[src/sv/page_frame_allocator_with_stats_assert.svh]
// assertion macros for the page frame allocator
`ifndef PAGE_FRAME_ALLOCATOR_WITH_STATS_ASSERT_SVH
`define PAGE_FRAME_ALLOCATOR_WITH_STATS_ASSERT_SVH
`ifndef SYNTHESIS
`define PFA_ASSERT_IMP(label, clk, rst_n, cond, prop) \
    label: assert property (@(posedge clk) disable iff (!rst_n) (cond) |-> (prop)) \
        else $error("pfa assertion failed");
`define PFA_ASSERT_NXT(label, clk, rst_n, cond, prop) \
    label: assert property (@(posedge clk) disable iff (!rst_n) (cond) |=> (prop)) \
        else $error("pfa assertion failed");
`else
`define PFA_ASSERT_IMP(label, clk, rst_n, cond, prop)
`define PFA_ASSERT_NXT(label, clk, rst_n, cond, prop)
`endif
`endif

[src/sv/pfa_ram.sv]
// single port write, single port read memory with registered read data
module pfa_ram #(
    parameter int DATA_W = 9,
    parameter int ADDR_W = 8,
    parameter int DEPTH  = 256
) (
    input  logic              clk,
    input  logic              we,
    input  logic [ADDR_W-1:0] waddr,
    input  logic [DATA_W-1:0] wdata,
    input  logic [ADDR_W-1:0] raddr,
    output logic [DATA_W-1:0] rdata
);

    logic [DATA_W-1:0] mem [DEPTH];

    always_ff @(posedge clk)
    begin
        if (we)
        begin
            mem[waddr] <= wdata;
        end
        rdata <= mem[raddr];
    end

endmodule

[config.mk]
export PLATFORM = sky130hd
export DESIGN_NAME = pfa_ram
export DESIGN_NICKNAME = d
export VERILOG_FILES = /design/src/sv/page_frame_allocator_with_stats_assert.svh /design/src/sv/pfa_ram.sv
export SDC_FILE = /design/constraint.sdc
export NUM_CORES = 2
export LEC_CHECK = 0
export BUFFER_PORTS_ARGS = -buffer_cell sky130_fd_sc_hd__buf_2
export CORE_MARGIN = 2
export CORE_UTILIZATION = 25
export CTS_CLUSTER_DIAMETER = 50
export DETAILED_ROUTE_END_ITERATION = 12
export PLACE_DENSITY = 0.43
export SYNTH_ARGS = -nofsm -noshare
export SYNTH_HDL_FRONTEND = slang
export SYNTH_SLANG_ARGS = --single-unit
[constraint.sdc]
create_clock -name clk -period 3.1 [get_ports clk]
set_input_delay 0.155 -clock clk [delete_from_list [all_inputs] [get_ports clk]]
set_output_delay 0.155 -clock clk [all_outputs]
set_load 0.01 [all_outputs]
# Yosys cells after proc, flatten, opt, wreduce, memory -nomap -nowiden
# Memory sizes are Yosys's and may differ from the RTL's. A register that Yosys moved wholly into a read port is not among the register bits.
# Cells that the tools add are included.
dict set report classes {
  n_mux 2
}
# op count
set ops {}
lappend ops {{$mux 1} 2}
dict set report totals {
  output_inout_bits 9
  in_bits 27
  ram_bits 2304
  reg_bits 0
  mem_count 1
}
# memory words width rd rd_ports_with_merged_regs wr line_no
set mem_list {}
lappend mem_list {mem 256 9 1 1 1 pfa_ram.sv:15} ;# logic [DATA_W-1:0] mem [DEPTH];

# Depth between registers and ports, before layout
dict set report logic_depth {
  ltp_word 2
  ltp_mapped 11
}

# Worst setup path after synthesis
# OpenSTA, ideal clock, no wires.
dict set report synth_path {
  kind {input-to-reg}
  startpoint {input port waddr[3]}
  endpoint {memory mem[235][0] (enable)}
  arrival_ns 1.642
  path_stages 6
  path_buffers 3
  path_slack_ns 1.084
  path_cell_list {clkbuf_1 nor2b_1 clkbuf_1 nand4_1 clkbuf_1 nor2_1}
}
# item line_no
set synth_rtl {}
lappend synth_rtl {{start, declared} pfa_ram.sv:9} ;# input logic [ADDR_W-1:0] waddr,
lappend synth_rtl {{end, declared} pfa_ram.sv:15}
# No word-level cell before the write port.

==> flow_summary.toml <==
[status]
status = "finished, violations left"
violations = "DRC, capacitance limit, slew limit"

[floorplanning]
die_w_um = 602
die_area_um2 = 362000
start_util = 0.251
core_area_um2 = 356000
die_h_um = 602
ios = 36
rows = 219

[logic_synthesis]
ys_seq_elements = 2313
syn_area_um2 = 89300
synth_seq_area_share = 0.777
synth_cell_type_count = 57
synth_warnings = 0
synth.avg_cell_area_um2 = 21.1
synth-async-reset-ratio = 0
synth_area_leaders = "edfxtp_1 (77%), mux4_2 (12%), mux2i_1 (2.0%)"
yosysTopAreaCellShare = 0.775
synthCells = 4237
synth_edf_count = 2304
yosys.area.top_type = "edfxtp_1"
syn_nets = 4264
synth_top_flop_cell = "edfxtp_1"

[cells_and_area]
n_fill_cell = 34600
finalNetCount = 4905
final_util = 0.305
drive_above_1_share = 0.299
synthToLayoutAreaGrowth_pct = 21.4

[hold_path]
hp-start = "waddr[1]"
holdPathStages = 3
hp-class = "in -> reg"
worstHoldEndpoint = "mem[151][0]$_DFFE_PP_"

[timing]
finalMaxSlewViolations = 2
post-route-min-period_ns = 3.07
hold_viol_final = 0
fin_worst_skew_ns = 0.0522
relSlewSlack = -0.121
rsz0062_at_grt = "no"
tightest_slew_ns = 1.67
finalCritPeriodShare = 0.990
fmax_mhz = 326
hold_slack_ns = 0.100
setup_viol = 0
setup_slack_ns = 0.0296

[worst_setup_path]
crit_chain = "mux4_2, a22oi_1, a21oi_1, nor4_1, nor4_1"
arrival_ns = 3.72
crit_top_cell = "nor4_1"
r2r_end = "rdata[6]$_DFF_P_"
critPathBufInv = 0
reg2reg_depth = 5
crit_slowest_cell = "nor4_1"
reg2reg_setup_slack_ns = 0.03
cp_max_fo = 1
cp.required_ns = 3.75
rr_startpoint = "mem[178][6]$_DFFE_PP_"
critPathMaxStageDelay_ns = 1.38
path_delay_family = "simple AND/OR/NAND/NOR gates"
critPathLaunchType = "flip-flop"
crit_path_end_kind = "flip-flop"
worstSetupPathType = "reg -> reg"

[power]
p_sw_mw = 15.5
swShare = 0.219
p_total_mw = 70.7
power_density_nw_per_um2 = 652
pwr-share-seq = 0.489
power.internal_mw = 55.2
vdd_drop_max_uv = 407
leakage_nw = 34.1
pwr-share-clk = 0.460
pwr-share-comb = 0.051

[clock_tree]
cts_buffers = 282
htree_levels = 5
cts_root_buffer = "clkbuf_16"
clock_sinks = 2313
post_cts_buffers = 0
insertion_delay_ns = 0.88
cts_tree = "done"
clkSlewWorstSetupHoldPaths_ns = 0.06
max-clock-path-buffers = 4

[global_route]
gr-usage-all-layers = 0.145
grt_pass1_wl_um = 373000
grt_overflow = 0
first_global_vias = 46500
antenna_found_initial = 27
grt_max_degree = 109

[placed_design]
dp_hpwl_um = 171000
numPortBuffers = 35
pre_cts_ws_ns = -0.669
gp_congestion = 0.799

[job]
maxCapViolCount = 1

[route]
ant_nets = 0
dr.pass1.iters = 9
vias_per_cell = 4.63
vias = 45500
drc = 2
drt_iter0_drc = 4808
wl_per_cell_um = 27.2
wl_um = 267000
==> cells by family after synthesis <==
logic type	share of synthesized area
flops	0.777
mux	0.143
simple gates	0.0250
compound gates	0.0375
buf+inv	0.0175
==> power groups by stage <==
stage	clock (mW)	sequential, mW	combinational [mW]
6_report	32.5	34.6	3.59
5_1_grt	34.4	34.6	3.80
4_1_cts	33.3	34.6	3.67
3_5_place_dp	0	35.3	3.65
3_3_place_gp	0	35.3	3.63
2_1_floorplan	0	35.2	1.64
==> cells in the mapped netlist (2+ instances only) <==
| cell | count |
|---|---|
| clkbuf_1 | 120 |
| a31oi_1 | 10 |
| o21ai_1 | 5 |
| nand4_1 | 11 |
| o32ai_1 | 3 |
| nand2b_1 | 9 |
| a22o_1 | 8 |
| mux2i_1 | 177 |
| nand3_1 | 31 |
| a211o_1 | 3 |
| nor2b_1 | 28 |
| buf_4 | 28 |
| a211oi_1 | 26 |
| a311oi_1 | 3 |
| buf_6 | 26 |
| buf_12 | 5 |
| o31a_1 | 8 |
| and3b_1 | 4 |
| or2_0 | 2 |
| and3_1 | 3 |
| a22oi_1 | 174 |
| mux4_1 | 9 |
| nor2_1 | 305 |
| buf_1 | 14 |
| nand2_1 | 40 |
| a21oi_1 | 98 |
| mux2_2 | 21 |
| nand3b_1 | 3 |
| a221oi_1 | 11 |
| a32oi_1 | 3 |
| buf_8 | 12 |
| or2_2 | 4 |
| nor3_1 | 21 |
| mux4_2 | 467 |
| and2_1 | 2 |
| nor4_1 | 27 |
| nor3b_1 | 3 |
| o22ai_1 | 65 |
| buf_2 | 54 |
| o21ai_0 | 31 |
| o221ai_1 | 35 |
| dfxtp_1 | 9 |
| edfxtp_1 | 2304 |
| o32a_1 | 2 |
==> sequential cells by signal, summed over array words and instances, names as in the netlist <==
name and flops:
rdata 9, mem 2304
==> what timing repair did <==
| item | in CTS | in global routing |
|---|---|---|
| endpoints found under the setup margin | 1 | 0 |
| resized for setup | 1 | 0 |
| endpoints found under the hold margin | 641 | 0 |
| hold buffers | 9 | 0 |
==> how the worst max path moves through the flow <==
stage | startpoint | end | slack [ns] | cells past startpoint
CTS | mem[189][7]$_DFFE_PP_ | rdata[7]$_DFF_P_ | 0.17 | 5
global placement | raddr[0] | rdata[3]$_DFF_P_ | -0.85 | 9
detailed placement | raddr[0] | rdata[4]$_DFF_P_ | -0.67 | 10
global route | mem[189][7]$_DFFE_PP_ | rdata[7]$_DFF_P_ | 0.11 | 5
floorplan | waddr[3] | mem[235][0]$_DFFE_PP_ | 1.08 | 6
finish | mem[178][6]$_DFFE_PP_ | rdata[6]$_DFF_P_ | 0.03 | 5
==> worst register-to-register path, delay by kind of cell (launching register included) <==
family           cells  cell delay (ns)
AND/OR/NAND/NOR      2             1.47
AO/OA/AOI/OAI        2             0.53
multiplexers         1             0.52
flip-flops           1             0.36
==> cell type report <==
cell class	count	area, um2	area share
flip-flops and latches	2313	69400	0.640
multi-input cells	1663	18500	0.170
clock buffers	334	7450	0.0688
well taps	4751	5940	0.0549
repair buffers	616	5480	0.0506
clock inverters	157	1630	0.0151
diodes	6	15.0	0.000139
inverters	2	7.51	0.0000693
==> cells in the final DEF (no fill, tap or decap), types with 31 or more instances in the layout <==
cell,synthesis,routed
clkinv_1,1,53
buf_12,5,65
nand2_1,40,40
a21oi_1,98,98
clkbuf_1,120,42
mux4_2,467,467
mux2i_1,177,177
clkbuf_16,0,291
nor2_1,305,303
edfxtp_1,2304,2304
buf_4,28,507
a22oi_1,174,174
o22ai_1,65,65
o21ai_0,31,31
o221ai_1,35,35
==> per-layer routing <==
layer	track usage	vias to the layer above	wire length, um
li1	-	19100	-
met1	0.205	24700	121000
met2	0.231	1340	126000
met3	0.0232	322	15000
met4	0.0344	4	5440
met5	0	-	14
==> per-stage QoR <==
stage,setup TNS (ns),area (um2),std cells
4_1_cts,0,108000,9835
3_3_place_gp,-4.06,99200,9335
6_report,0,108000,9842
5_1_grt,0,108000,9840
2_1_floorplan,0,89300,4237
3_5_place_dp,-3.00,99200,9335
(Power assumes the default switching activity.)
